### src/sv/edbc_pkg.sv
package edbc_pkg;

    typedef struct packed {
        logic [15:0] day_count;
        logic [7:0]  minute_in;
        logic [7:0]  hour_in;
    } t_in_s;

    typedef struct packed {
        logic       ok;
        logic [5:0] minute;
        logic [4:0] hour;
        logic [4:0] day;
        logic [3:0] month;
        logic [6:0] year_off;
        logic [2:0] weekday;
    } t_date_s;

    // valid window: 2000-01-01 .. 2099-12-31 as days since 1970-01-01
    localparam logic [15:0] DAY_LO    = 16'd10957;
    localparam logic [15:0] DAY_HI    = 16'd47481;
    // 1996-03-01, start of the four-year block holding 2000-01-01
    localparam logic [15:0] DAY_BASE  = 16'd9556;
    localparam logic [15:0] DAYS_QUAD = 16'd1461;
    localparam logic [10:0] DAYS_YEAR = 11'd365;
    localparam logic [7:0]  HOUR_MAX  = 8'd23;
    localparam logic [7:0]  MIN_MAX   = 8'd59;

    // floor(t / 1461) = (t * RECIP_QUAD) >> QUAD_SHIFT for t < 2^16
    localparam logic [31:0] RECIP_QUAD = 32'd22967;
    localparam int          QUAD_SHIFT = 25;
    // floor(w / 7) = (w * RECIP_WEEK) >> WEEK_SHIFT for w < 2^17
    localparam logic [34:0] RECIP_WEEK = 35'd149797;
    localparam int          WEEK_SHIFT = 20;
    localparam logic [16:0] WEEK_DAYS  = 17'd7;
    localparam logic [16:0] EPOCH_WDAY = 17'd4;

    // first day of each March-based month within the year
    localparam logic [8:0] MONTH_START [12] = '{
        9'd0, 9'd31, 9'd61, 9'd92, 9'd122, 9'd153,
        9'd184, 9'd214, 9'd245, 9'd275, 9'd306, 9'd337
    };

    function automatic logic [3:0] month_idx(input logic [8:0] doy);
        logic [3:0] n;
        n = 4'd0;
        for (int i = 1; i < 12; i++) begin
            if (doy >= MONTH_START[i]) begin
                n = n + 4'd1;
            end
        end
        return n;
    endfunction

    // two BCD digits of v < 100 (tens via x*205>>11)
    function automatic logic [7:0] bcd2(input logic [6:0] v);
        logic [17:0] p;
        logic [3:0]  tens;
        logic [6:0]  ones;
        p    = 18'(v) * 18'd205;
        tens = p[14:11];
        ones = v - 7'(7'(tens) * 7'd10);
        return {tens, ones[3:0]};
    endfunction

endpackage

### src/sv/epoch_day_to_bcd_calendar.sv
// Converts an hour, a minute and a count of days since 1970-01-01 into a
// real-time-clock register image in BCD (minute, hour, day, weekday with
// 0 = Sunday, month, two-digit year). The image is flagged ok in tuser only
// for hour <= 23, minute <= 59 and a date within 2000..2099; otherwise tuser
// is 0 and tdata is all zeros. One word is accepted per cycle while the
// pipeline is not stalled, and each word yields one result; the pipeline
// holds five words, with the longest paths being the reciprocal multiplies
// that split the day count into four-year blocks and into weeks.
// Backpressure on the output stalls only the stages that are full.
module epoch_day_to_bcd_calendar (
    input  logic        i_clk,
    input  logic        i_rst_n,
    input  logic        s_axis_tvalid,
    output logic        s_axis_tready,
    input  logic [31:0] s_axis_tdata,   // hour_in[7:0], minute_in[15:8], day_count[31:16]
    output logic        m_axis_tvalid,
    input  logic        m_axis_tready,
    output logic [39:0] m_axis_tdata,   // minute_bcd[6:0], hour_bcd[12:7], day_bcd[18:13],
                                        // weekday[21:19], month_bcd[26:22], year_bcd[34:27]
    output logic        m_axis_tuser    // ok
);
    import edbc_pkg::*;

    t_in_s   in_word;
    t_date_s date;
    logic    date_v;
    logic    date_rdy;

    assign in_word.hour_in   = s_axis_tdata[7:0];
    assign in_word.minute_in = s_axis_tdata[15:8];
    assign in_word.day_count = s_axis_tdata[31:16];

    edbc_civil u_civil (
        .i_clk   (i_clk),
        .i_rst_n (i_rst_n),
        .i_valid (s_axis_tvalid),
        .o_ready (s_axis_tready),
        .i_data  (in_word),
        .o_valid (date_v),
        .i_ready (date_rdy),
        .o_date  (date)
    );

    edbc_bcd_out u_bcd_out (
        .i_clk         (i_clk),
        .i_rst_n       (i_rst_n),
        .i_valid       (date_v),
        .o_ready       (date_rdy),
        .i_date        (date),
        .m_axis_tvalid (m_axis_tvalid),
        .m_axis_tready (m_axis_tready),
        .m_axis_tdata  (m_axis_tdata),
        .m_axis_tuser  (m_axis_tuser)
    );

endmodule

### src/sv/edbc_civil.sv
module edbc_civil (
    input  logic            i_clk,
    input  logic            i_rst_n,
    input  logic            i_valid,
    output logic            o_ready,
    input  edbc_pkg::t_in_s i_data,
    output logic            o_valid,
    input  logic            i_ready,
    output edbc_pkg::t_date_s o_date
);
    import edbc_pkg::*;

    // stage A: input word
    logic        r_a_v;
    t_in_s       r_a;
    // stage B: four-year block split
    logic        r_b_v;
    logic        r_b_ok;
    logic [5:0]  r_b_min;
    logic [4:0]  r_b_hour;
    logic [15:0] r_b_days;
    logic [4:0]  r_b_q;
    logic [15:0] r_b_t;
    // stage C: year in block, day of year, weekday quotient
    logic        r_c_v;
    logic        r_c_ok;
    logic [5:0]  r_c_min;
    logic [4:0]  r_c_hour;
    logic [4:0]  r_c_q;
    logic [1:0]  r_c_yoe;
    logic [8:0]  r_c_doy;
    logic [16:0] r_c_wsum;
    logic [13:0] r_c_wq;
    // stage D: finished date
    logic        r_d_v;
    t_date_s     r_d;

    logic rdy_a, rdy_b, rdy_c, rdy_d;

    assign rdy_d   = !r_d_v || i_ready;
    assign rdy_c   = !r_c_v || rdy_d;
    assign rdy_b   = !r_b_v || rdy_c;
    assign rdy_a   = !r_a_v || rdy_b;
    assign o_ready = rdy_a;
    assign o_valid = r_d_v;
    assign o_date  = r_d;

    // stage A logic
    logic        n_b_ok;
    logic [15:0] n_b_t;
    logic [31:0] prod_q;

    always_comb begin
        n_b_ok = (r_a.hour_in <= HOUR_MAX) && (r_a.minute_in <= MIN_MAX)
                 && (r_a.day_count >= DAY_LO) && (r_a.day_count <= DAY_HI);
        n_b_t  = r_a.day_count - DAY_BASE;
        prod_q = 32'(n_b_t) * RECIP_QUAD;
    end

    // stage B logic
    logic [15:0] rem_q;
    logic [10:0] r11;
    logic [1:0]  n_c_yoe;
    logic [10:0] doy11;
    logic [16:0] n_c_wsum;
    logic [34:0] prod_w;

    always_comb begin
        rem_q = r_b_t - 16'(16'(r_b_q) * DAYS_QUAD);
        r11   = rem_q[10:0];
        if (r11 >= 11'd1095) begin
            n_c_yoe = 2'd3;
        end else if (r11 >= 11'd730) begin
            n_c_yoe = 2'd2;
        end else if (r11 >= DAYS_YEAR) begin
            n_c_yoe = 2'd1;
        end else begin
            n_c_yoe = 2'd0;
        end
        doy11    = r11 - 11'(11'(n_c_yoe) * DAYS_YEAR);
        n_c_wsum = 17'(r_b_days) + EPOCH_WDAY;
        prod_w   = 35'(n_c_wsum) * RECIP_WEEK;
    end

    // stage C logic
    logic [3:0]  mp;
    logic [8:0]  dday;
    logic [16:0] wrem;
    logic [7:0]  yoff8;
    t_date_s     n_d;

    always_comb begin
        mp   = month_idx(r_c_doy);
        dday = r_c_doy - MONTH_START[mp] + 9'd1;
        wrem = r_c_wsum - 17'(17'(r_c_wq) * WEEK_DAYS);
        yoff8 = 8'({r_c_q, 2'b00}) + 8'(r_c_yoe) + ((mp >= 4'd10) ? 8'd1 : 8'd0) - 8'd4;
        n_d.ok       = r_c_ok;
        n_d.minute   = r_c_min;
        n_d.hour     = r_c_hour;
        n_d.day      = dday[4:0];
        n_d.month    = (mp < 4'd10) ? mp + 4'd3 : mp - 4'd9;
        n_d.year_off = yoff8[6:0];
        n_d.weekday  = wrem[2:0];
    end

    always_ff @(posedge i_clk) begin
        if (!i_rst_n) begin
            r_a_v <= 1'b0;
            r_b_v <= 1'b0;
            r_c_v <= 1'b0;
            r_d_v <= 1'b0;
        end else begin
            if (rdy_a) r_a_v <= i_valid;
            if (rdy_b) r_b_v <= r_a_v;
            if (rdy_c) r_c_v <= r_b_v;
            if (rdy_d) r_d_v <= r_c_v;
        end
    end

    always_ff @(posedge i_clk) begin
        if (rdy_a) begin
            r_a <= i_data;
        end
        if (rdy_b) begin
            r_b_ok   <= n_b_ok;
            r_b_min  <= r_a.minute_in[5:0];
            r_b_hour <= r_a.hour_in[4:0];
            r_b_days <= r_a.day_count;
            r_b_q    <= prod_q[QUAD_SHIFT+4:QUAD_SHIFT];
            r_b_t    <= n_b_t;
        end
        if (rdy_c) begin
            r_c_ok   <= r_b_ok;
            r_c_min  <= r_b_min;
            r_c_hour <= r_b_hour;
            r_c_q    <= r_b_q;
            r_c_yoe  <= n_c_yoe;
            r_c_doy  <= doy11[8:0];
            r_c_wsum <= n_c_wsum;
            r_c_wq   <= prod_w[WEEK_SHIFT+13:WEEK_SHIFT];
        end
        if (rdy_d) begin
            r_d <= n_d;
        end
    end

    a_month_range: assert property (@(posedge i_clk) disable iff (!i_rst_n)
        r_d_v && r_d.ok |-> (r_d.month >= 4'd1) && (r_d.month <= 4'd12))
        else $error("month out of range");

    a_day_year_range: assert property (@(posedge i_clk) disable iff (!i_rst_n)
        r_d_v && r_d.ok |-> (r_d.day >= 5'd1) && (r_d.year_off <= 7'd99))
        else $error("day or year out of range");

    a_weekday_range: assert property (@(posedge i_clk) disable iff (!i_rst_n)
        r_d_v |-> r_d.weekday <= 3'd6)
        else $error("weekday out of range");

    a_stall_hold: assert property (@(posedge i_clk) disable iff (!i_rst_n)
        r_d_v && !i_ready |=> r_d_v && $stable(r_d))
        else $error("date changed while stalled");

endmodule

### src/sv/edbc_bcd_out.sv
module edbc_bcd_out (
    input  logic              i_clk,
    input  logic              i_rst_n,
    input  logic              i_valid,
    output logic              o_ready,
    input  edbc_pkg::t_date_s i_date,
    output logic              m_axis_tvalid,
    input  logic              m_axis_tready,
    output logic [39:0]       m_axis_tdata,
    output logic              m_axis_tuser
);
    import edbc_pkg::*;

    logic        r_v;
    logic        r_ok;
    logic [39:0] r_data;
    logic [39:0] n_data;
    logic [7:0]  b_min, b_hour, b_day, b_mon, b_year;

    assign o_ready = !r_v || m_axis_tready;

    always_comb begin
        b_min  = bcd2(7'(i_date.minute));
        b_hour = bcd2(7'(i_date.hour));
        b_day  = bcd2(7'(i_date.day));
        b_mon  = bcd2(7'(i_date.month));
        b_year = bcd2(i_date.year_off);
        n_data = '0;
        if (i_date.ok) begin
            n_data[6:0]   = b_min[6:0];
            n_data[12:7]  = b_hour[5:0];
            n_data[18:13] = b_day[5:0];
            n_data[21:19] = i_date.weekday;
            n_data[26:22] = b_mon[4:0];
            n_data[34:27] = b_year;
        end
    end

    always_ff @(posedge i_clk) begin
        if (!i_rst_n) begin
            r_v <= 1'b0;
        end else if (o_ready) begin
            r_v <= i_valid;
        end
    end

    always_ff @(posedge i_clk) begin
        if (o_ready) begin
            r_ok   <= i_date.ok;
            r_data <= n_data;
        end
    end

    assign m_axis_tvalid = r_v;
    assign m_axis_tdata  = r_data;
    assign m_axis_tuser  = r_ok;

    a_zero_when_bad: assert property (@(posedge i_clk) disable iff (!i_rst_n)
        r_v && !r_ok |-> r_data == 40'd0)
        else $error("image not cleared on invalid word");

    a_bcd_digits: assert property (@(posedge i_clk) disable iff (!i_rst_n)
        r_v && r_ok |-> (r_data[30:27] <= 4'd9) && (r_data[34:31] <= 4'd9)
                        && (r_data[3:0] <= 4'd9) && (r_data[6:4] <= 3'd5))
        else $error("bad BCD digit");

    a_hour_tens: assert property (@(posedge i_clk) disable iff (!i_rst_n)
        r_v && r_ok |-> (r_data[12:11] <= 2'd2) && (r_data[39:35] == 5'd0))
        else $error("bad hour or pad bits");

endmodule

### config.mk
export PLATFORM = sky130hd
export DESIGN_NAME = epoch_day_to_bcd_calendar
export DESIGN_NICKNAME = d
export VERILOG_FILES = /design/src/sv/edbc_pkg.sv /design/src/sv/epoch_day_to_bcd_calendar.sv /design/src/sv/edbc_civil.sv /design/src/sv/edbc_bcd_out.sv
export SDC_FILE = /design/constraint.sdc
export NUM_CORES = 1
export LEC_CHECK = 0
export BUFFER_PORTS_ARGS = -buffer_cell sky130_fd_sc_hd__buf_4
export CORE_ASPECT_RATIO = 1.4
export CORE_MARGIN = 4
export CORE_UTILIZATION = 64
export DETAILED_ROUTE_END_ITERATION = 12
export GPL_ROUTABILITY_DRIVEN = 0
export GPL_TIMING_DRIVEN = 0
export MAX_ROUTING_LAYER = met4
export PLACE_DENSITY = 0.82
export SYNTH_ARGS = -nofsm -noshare
export SYNTH_HDL_FRONTEND = slang
export SYNTH_SLANG_ARGS = --single-unit
### constraint.sdc
create_clock -name i_clk -period 8.55 [get_ports i_clk]
set_input_delay 0 -clock i_clk [delete_from_list [all_inputs] [get_ports i_clk]]
set_output_delay 0 -clock i_clk [all_outputs]
set_load 0.01 [all_outputs]
[Word-level counts from Yosys, hierarchy flattened]
Memory sizes are Yosys's and may differ from the RTL's.
Cells that the tools add are included.
Cells by class
  shift operators: 0
  multiply operators: 15
  divide/modulo/power cells: 0
  magnitude comparators: 21
  equal/unequal tests: 0
  $add $sub $neg: 27
  reductions and logical operators: 13
  bitwise operators: 1
  muxes and demuxes: 18
Operators with widths (count)
  $mux W4: 11
  $add A4 B1 Y4 const B: 9
  $ge A9 B8 Y1 const B: 4
  $mul A17 B18 Y34 const B: 1
  $mul A16 B15 Y30 const B: 1
  $ge A9 B9 Y1 const B: 3
  $mul A5 B8 Y13 const B: 2
  $sub A4 B4 Y4: 5
  $ge A9 B7 Y1 const B: 2
  $add A16 B3 Y17 const B: 1
  $ge A16 B14 Y1 const B: 1
  $le A16 B16 Y1 const B: 1
  $sub A16 B14 Y16 const B: 1
  $mul A7 B8 Y15 const B: 1
  $mul A14 B3 Y3 const B: 1
  $mul A6 B8 Y14 const B: 1
  $mul A4 B8 Y12 const B: 1
  $ge A11 B10 Y1 const B: 1
  $ge A11 B11 Y1 const B: 1
  $ge A11 B9 Y1 const B: 1
  $mul A5 B11 Y11 const B: 1
  $sub A11 B11 Y11: 1
  $mux W5: 2
  $ge A9 B5 Y1 const B: 1
  other kinds (27): 41
Storage, ports and cells
  memory bits (read-only): 144
  output and inout bits: 43
  register bits: 193
  logic and storage cells: 127
  memory bits (writable): 0
  memories kept: 1
  latch bits: 0
Memory list
  (no name shown): words 16, width 9, rd ports 1, clocked after memory_dff 0, wr ports 0, RTL line edbc_civil.sv:94  | dday = r_c_doy - MONTH_START[mp] + 9'd1;

[Depth between registers and ports, before layout]
Gate-level depths: netlist (run 1).
  depth in word-level cells: 28
  mapped depth: 39
  gate-level depth less buffers: 38

[By module]
Synthesis (run 1) repeated with hierarchy kept, for this count alone.
Unflattened totals
  cell total of the unflattened synthesis: 1745
  area, all modules: 19238.5 sq um
Modules (own cells, without submodules)
  edbc_civil: area each 14873.0 sq um, times used 1, cells an instance 1335
  edbc_bcd_out: area each 4365.4 sq um, times used 1, cells an instance 410

[Worst setup path after synthesis (run 1)]
Ideal clock, no wire load.
  kind: register to register
  start: reg u_civil.r_a[18] (netlist bit)
  end: reg u_civil.r_b_q[4] (data pin)
  setup slack: 793 ps
  arrival: 7497 ps
  setup time: 260 ps
  period minus slack after synthesis: 7757 ps
  path buffers: 0
  required time: 8290 ps
  stages on the path, launching flop included: 33
  path through: edfxtp_1 -> inv_1 -> ha_1 -> nor2b_1 -> o21ai_0 -> nand2b_1 -> a21oi_1 -> inv_1 -> a21oi_1 -> inv_1 -> o21ai_0 -> xor2_1 -> inv_1 -> fa_1 -> inv_1 -> fa_1 -> fa_1 -> inv_1 -> fa_1 -> inv_1 -> fa_1 -> fa_1 -> ha_1 -> a21oi_1 -> nor2b_1 -> o21ai_0 -> o211ai_1 -> a21o_1 -> a2111oi_0 -> o221ai_1 -> nor4_1 -> o31a_1 -> xnor2_1
On the way
  longest elaborated chain between the ends: 2
RTL lines
  from (decl): RTL line edbc_civil.sv:15  | t_in_s r_a;
  from (signal assigned): RTL line edbc_civil.sv:122  | r_a <= i_data;
  $sub A16 B14 Y16: RTL line edbc_civil.sv:56  | n_b_t = r_a.day_count - DAY_BASE;
  named net u_civil.n_b_t[2]: RTL line edbc_civil.sv:50  | logic [15:0] n_b_t;
  $mul A16 B15 Y30: RTL line edbc_civil.sv:57  | prod_q = 32'(n_b_t) * RECIP_QUAD;
  named net u_civil.prod_q[29]: RTL line edbc_civil.sv:51  | logic [31:0] prod_q;
  to (signal assigned): RTL line edbc_civil.sv:129  | r_b_q <= prod_q[QUAD_SHIFT+4:QUAD_SHIFT];
  to (decl): RTL line edbc_civil.sv:22  | logic [4:0] r_b_q;
The timed path passes the listed nets, and every way through them passes these cells.
A chain may end at the register's enable or synchronous reset.

[Worst setup path after layout (run 1)]
Ends and elaborated chain as after synthesis.

==> flow_summary.json, run 1 <==
{
  "rows": 74,
  "crit_fanout": 5,
  "clk_pin_slew_worst_paths_ps": 80,
  "avgSynthCellArea_um2": 11.13,
  "die-area_um2": 32840,
  "core-area_um2": 29350,
  "stdcell_count": 2256,
  "critPathRequiredTime_ps": 8730,
  "synth-seq-area-share": 0.2792,
  "cts_inserted_buffers": 17,
  "grt_pass1_vias": 13867,
  "drtIter0Drc": 488,
  "worst_ep_arrival_time_ps": 8360,
  "cts.sinks": 180,
  "status": "completed",
  "drive_gt1_frac": 0.09115,
  "final_common_cell": "inv_1",
  "synth_ff_type": "edfxtp_1",
  "n_fill_cell": 1911,
  "worst_pin_slew_ps": 1328,
  "synth_cell_types": 74,
  "initial_core_util": 0.6535,
  "port-buffer-count": 73,
  "antenna_cells": 0,
  "clk_latency_ps": 440,
  "yosysWarnings": 0,
  "grt_use_total": 0.2499,
  "htreeDepth": 4,
  "mostFrequentLayoutCells": "389 x inv_1, 375 x ha_1, 180 x fa_1",
  "fp.dieW_um": 154.3,
  "max_freq_mhz": 122.2,
  "drc": 0,
  "syn_area_um2": 19180,
  "cts.path.max_buffers": 2,
  "synth_seq_cells": 180,
  "cts_tree": "done",
  "crit_type": "register to register",
  "critical-path-max-stage-delay_ps": 560,
  "grt_max_degree": 42,
  "multi_input_area_um2": 12360,
  "dp_hpwl_um": 29230,
  "hp-class": "input pin to register",
  "grt_first_pass_wirelength_um": 64340,
  "nNetsFinal": 2455,
  "routed_via_density": 5.570,
  "end_kind": "register",
  "dp.cells": 2182,
  "cp-startpoint": "u_civil.r_a[18]$_DFFE_PP_",
  "maxCapViolCount": 0,
  "io_pins": 79,
  "finalWirelength_um": 38130,
  "min_period_ps": 8184,
  "ys_async_sr_fraction": 0,
  "wl_per_cell_um": 16.90,
  "critPathSlowestCell": "fa_1",
  "setup_viol": 0,
  "chipHeight_um": 212.8,
  "synth-edff-count": 175,
  "r2r-start": "u_civil.r_a[18]$_DFFE_PP_",
  "vias": 12565,
  "slew_violations": 0,
  "synth_cells": 1724,
  "ant_nets": 0,
  "clock_tree.root_cell": "clkbuf_16",
  "skew_ps": 16.34,
  "min-delay-start": "s_axis_tdata[21]",
  "drt_pass1_iterations": 5,
  "relSlewSlack": 0.1084,
  "overflow": 0,
  "regArea_um2": 5355,
  "antenna_found_initial": 0,
  "post-route-period-util": 0.9572,
  "start_kind": "register",
  "area_growth_pct": 11.55,
  "hold_viol": 0
}
-- cell families after synthesis --
| group | share of synthesized area |
|---|---|
| other | 0.0001955 |
| multiplexers | 0.009524 |
| XOR/XNOR | 0.06739 |
| flip-flops | 0.2792 |
| adder cells (fa/ha/maj) | 0.4332 |
| AO/OA/AOI/OAI | 0.06804 |
| AND/OR/NAND/NOR | 0.05923 |
| buffers and inverters | 0.08324 |
-- state kept, by name, summed over array words and instances (netlist names), 5 cells and up --
signal,count
u_civil.r_c_min,6
u_civil.r_b_hour,5
u_civil.r_c_q,5
u_civil.r_b_q,5
u_bcd_out.m_axis_tdata,35
u_civil.o_date,31
u_civil.r_c_doy,9
u_civil.r_b_days,14
u_civil.r_b_t,11
u_civil.r_c_hour,5
u_civil.r_b_min,6
u_civil.r_a,32
-- worst max-delay path: cells and delay by family (launching register included) --
kind                       cells  cell delay, ps
adders and majority gates      8            3630
AOI/OAI and AO/OA             10            2210
buffers and inverters          7             670
and+or+nand+nor                4             560
DFF                            1             490
xor gates and xnor gates       2             330
-- area by class of cell --
| cell class | instances | share of cell area |
|---|---|---|
| Buffer | 22 | 0.005906 |
| Clock buffer | 18 | 0.02053 |
| Clock inverter | 14 | 0.008187 |
| Inverter | 391 | 0.06877 |
| Multi-Input combinational cell | 1134 | 0.5777 |
| Sequential cell | 180 | 0.2503 |
| Tap cell | 380 | 0.02222 |
| Timing Repair Buffer | 117 | 0.04643 |
-- through the flow --
step | instance area [um2] | utilization | worst slack [ps] | hold slack [ps] | TNS, ps
after global placement | 20220 | 0.6888 | -1112 | 178.4 | -4429
after CTS | 21290 | 0.7254 | 98.64 | 265.2 | 0
after floorplan | 19190 | - | 793.2 | 98.87 | 0
after global routing | 21400 | 0.7290 | -39.16 | 261.5 | -73.49
after detailed placement | 20250 | 0.6898 | -1248 | 179.3 | -5209
final | 21400 | 0.7290 | 366.1 | 272.7 | 0
-- layer usage --
metal,up-vias,share of wire,track usage
met5,-,0,-
met4,0,0.039,0.09415
met3,118,0.029,0.03427
met2,265,0.57,0.4899
met1,6191,0.36,0.2477
li1,5991,-,-
-- final timing paths --
check / endpoint / slack, ps / depth (start not counted)
setup / recovery: u_civil.r_b_q[4]$_DFFE_PP_ / 370 / 31
hold / removal: u_civil.r_a[21]$_DFFE_PP_ / 270 / 2
hold reg to reg: u_civil.r_c_min[4]$_DFFE_PP_ / 410 / 0
setup reg to reg: u_civil.r_b_q[4]$_DFFE_PP_ / 370 / 31
-- Yosys cell counts (all sizes together) (3+ instances only) --
cell type | number | area, um2
a211oi | 4 | 30.03
a21boi | 3 | 22.52
a21o | 29 | 217.7
a21oi | 48 | 240.2
a31o | 3 | 26.28
a31oi | 4 | 25.02
a41o | 6 | 60.06
a41oi | 4 | 42.55
and2 | 19 | 118.9
and3 | 15 | 93.84
buf | 14 | 95.09
clkbuf | 9 | 33.78
dfxtp | 5 | 100.1
edfxtp | 175 | 5255
fa | 180 | 3603
ha | 376 | 4705
inv | 391 | 1468
mux2 | 7 | 82.57
mux2i | 10 | 100.1
nand2 | 44 | 165.2
nand2b | 7 | 43.79
nand3 | 27 | 140.1
nand3b | 3 | 22.52
nand4 | 6 | 37.54
nor2 | 55 | 206.5
nor2b | 17 | 106.4
nor3 | 11 | 55.05
nor4 | 4 | 25.02
o2111ai | 3 | 32.53
o211ai | 9 | 67.56
o21a | 13 | 97.59
o21ai | 37 | 185.2
o21bai | 5 | 37.54
o31a | 4 | 35.03
or2 | 8 | 50.05
or3 | 3 | 18.77
xnor2 | 92 | 832.1
xor2 | 45 | 412.9
-- what timing repair did --
action,CTS,global route
endpoints found under the hold margin,37,0
cloned,0,0
setup endpoints to repair,5,7
setup buffers,2,4
gates resized for setup,10,12
hold buffers,36,0
pin swaps,2,2
Power of run 1 is not shown: default switching activity piles up to over one toggle a cycle in this logic, so the estimate is an artifact.
==> run 2, diff against run 1 <==
Settings changed: RECOVER_POWER set to 100, REMOVE_ABC_BUFFERS set to 1.
==> flow_summary.json, run 2 (synthesis gave the netlist of run 1 again) <==
{
  "cts_tree": "done",
  "vias": 12384,
  "grt_first_pass_wirelength_um": 61930,
  "overflow": 0,
  "start_kind": "register",
  "drive_gt1_frac": 0.07390,
  "cts.path.max_buffers": 2,
  "met1_length_um": 13650,
  "port-buffer-count": 73,
  "clk_pin_slew_worst_paths_ps": 80,
  "wl_met3_um": 1067,
  "end_kind": "register",
  "drc": 0,
  "status": "finished, violations left",
  "multi_input_area_um2": 12350,
  "critical-path-max-stage-delay_ps": 530,
  "min_period_ps": 8114,
  "hold_ws_ps": 286.8,
  "skew_ps": 12.34,
  "routed-wl-met2_um": 21270,
  "relSlewSlack": -0.5868,
  "antenna_found_initial": 0,
  "hold_viol": 0,
  "clk_latency_ps": 450,
  "worst_ep_arrival_time_ps": 8300,
  "finalWirelength_um": 37170,
  "routed_via_density": 5.477,
  "grt_max_degree": 43,
  "crit_fanout": 6,
  "final_common_cell": "inv_1",
  "highest_layer": "met4",
  "io_pins": 79,
  "rows": 74,
  "post-route-period-util": 0.9490,
  "dp_hpwl_um": 28370,
  "max_freq_mhz": 123.2,
  "antenna_cells": 0,
  "drt_pass1_iterations": 5,
  "maxCapViolCount": 2,
  "mostFrequentLayoutCells": "390 x inv_1, 375 x ha_1, 180 x fa_1",
  "placed_area_um2": 20120,
  "slew_violations": 78,
  "initial_core_util": 0.6535,
  "fp.dieW_um": 154.3,
  "drtIter0Drc": 547,
  "cts.sinks": 180,
  "grt_pass1_vias": 13581,
  "chipHeight_um": 212.8,
  "nNetsFinal": 2460,
  "core-area_um2": 29350,
  "cts_inserted_buffers": 17,
  "worst_pin_slew_ps": 2380,
  "utilization": 0.7258,
  "fin_ws_ps": 436.3,
  "final_area_um2": 21300,
  "critPathSlowestCell": "fa_1",
  "htreeDepth": 4,
  "die-area_um2": 32840,
  "n_fill_cell": 1938,
  "largest_register_ff_count": 35,
  "violations": "capacitance limit, slew limit",
  "regArea_um2": 5355,
  "area_growth_pct": 11.06,
  "setup_viol": 0,
  "critPathRequiredTime_ps": 8740,
  "hp-class": "input pin to register",
  "place_ws_ps": -1253,
  "crit_type": "register to register",
  "clock_tree.root_cell": "clkbuf_16",
  "grt_use_total": 0.2383,
  "ant_nets": 0,
  "wl_per_cell_um": 16.44
}
[run 2: final timing paths]
path | slack, ps | startpoint | cells after the start | to
worst max-delay path | 440 | u_civil.r_a[18]$_DFFE_PP_ | 33 | u_civil.r_b_q[4]$_DFFE_PP_
worst min-delay path | 290 | s_axis_tdata[15] | 2 | u_civil.r_a[15]$_DFFE_PP_
worst max register to register | 440 | u_civil.r_a[18]$_DFFE_PP_ | 33 | u_civil.r_b_q[4]$_DFFE_PP_
worst min register to register | 420 | u_civil.r_c_min[0]$_DFFE_PP_ | 0 | u_civil.o_date[24]$_DFFE_PP_
[run 2: layout make-up]
cell class                 instances  share of cell area
clock buffer                      17             0.01997
clock inverter                    15            0.009927
inverter                         391             0.06907
multi-input combinational       1134              0.5797
sequential                       180              0.2514
tap                              380             0.02232
timing repair buffer             144             0.04764
[run 2: metrics by stage]
stage	TNS, ps	cells
CTS	0	2228
global placement	-4612	2158
detailed placement	-5130	2159
finish	0	2261
global route	-44.13	2261
floorplan	0	1705
[run 2: per-layer routing]
metal,global-route usage,vias up
li1,-,5993
met3,0.02616,104
met2,0.4658,242
met5,-,-
met1,0.2424,6045
met4,0.08836,0
[run 2: repair_timing]
item                                   in CTS  in global routing
setup endpoints to repair                   6                  7
hold buffers                               35                  0
buffers inserted                            2                 32
pin swaps                                   1                  3
endpoints found under the hold margin      37                  0
resized for setup                          10                 12
[run 2: critical path, delay by kind of cell, from the launching register on]
| family | cells | cell delay (ps) |
|---|---|---|
| adder cells (fa/ha/maj) | 8 | 3580 |
| AO/OA/AOI/OAI | 11 | 2140 |
| buffers and inverters | 8 | 820 |
| flip-flops | 1 | 520 |
| AND/OR/NAND/NOR | 4 | 470 |
| XOR/XNOR | 2 | 300 |
Power of run 2 is left out for the same reason.
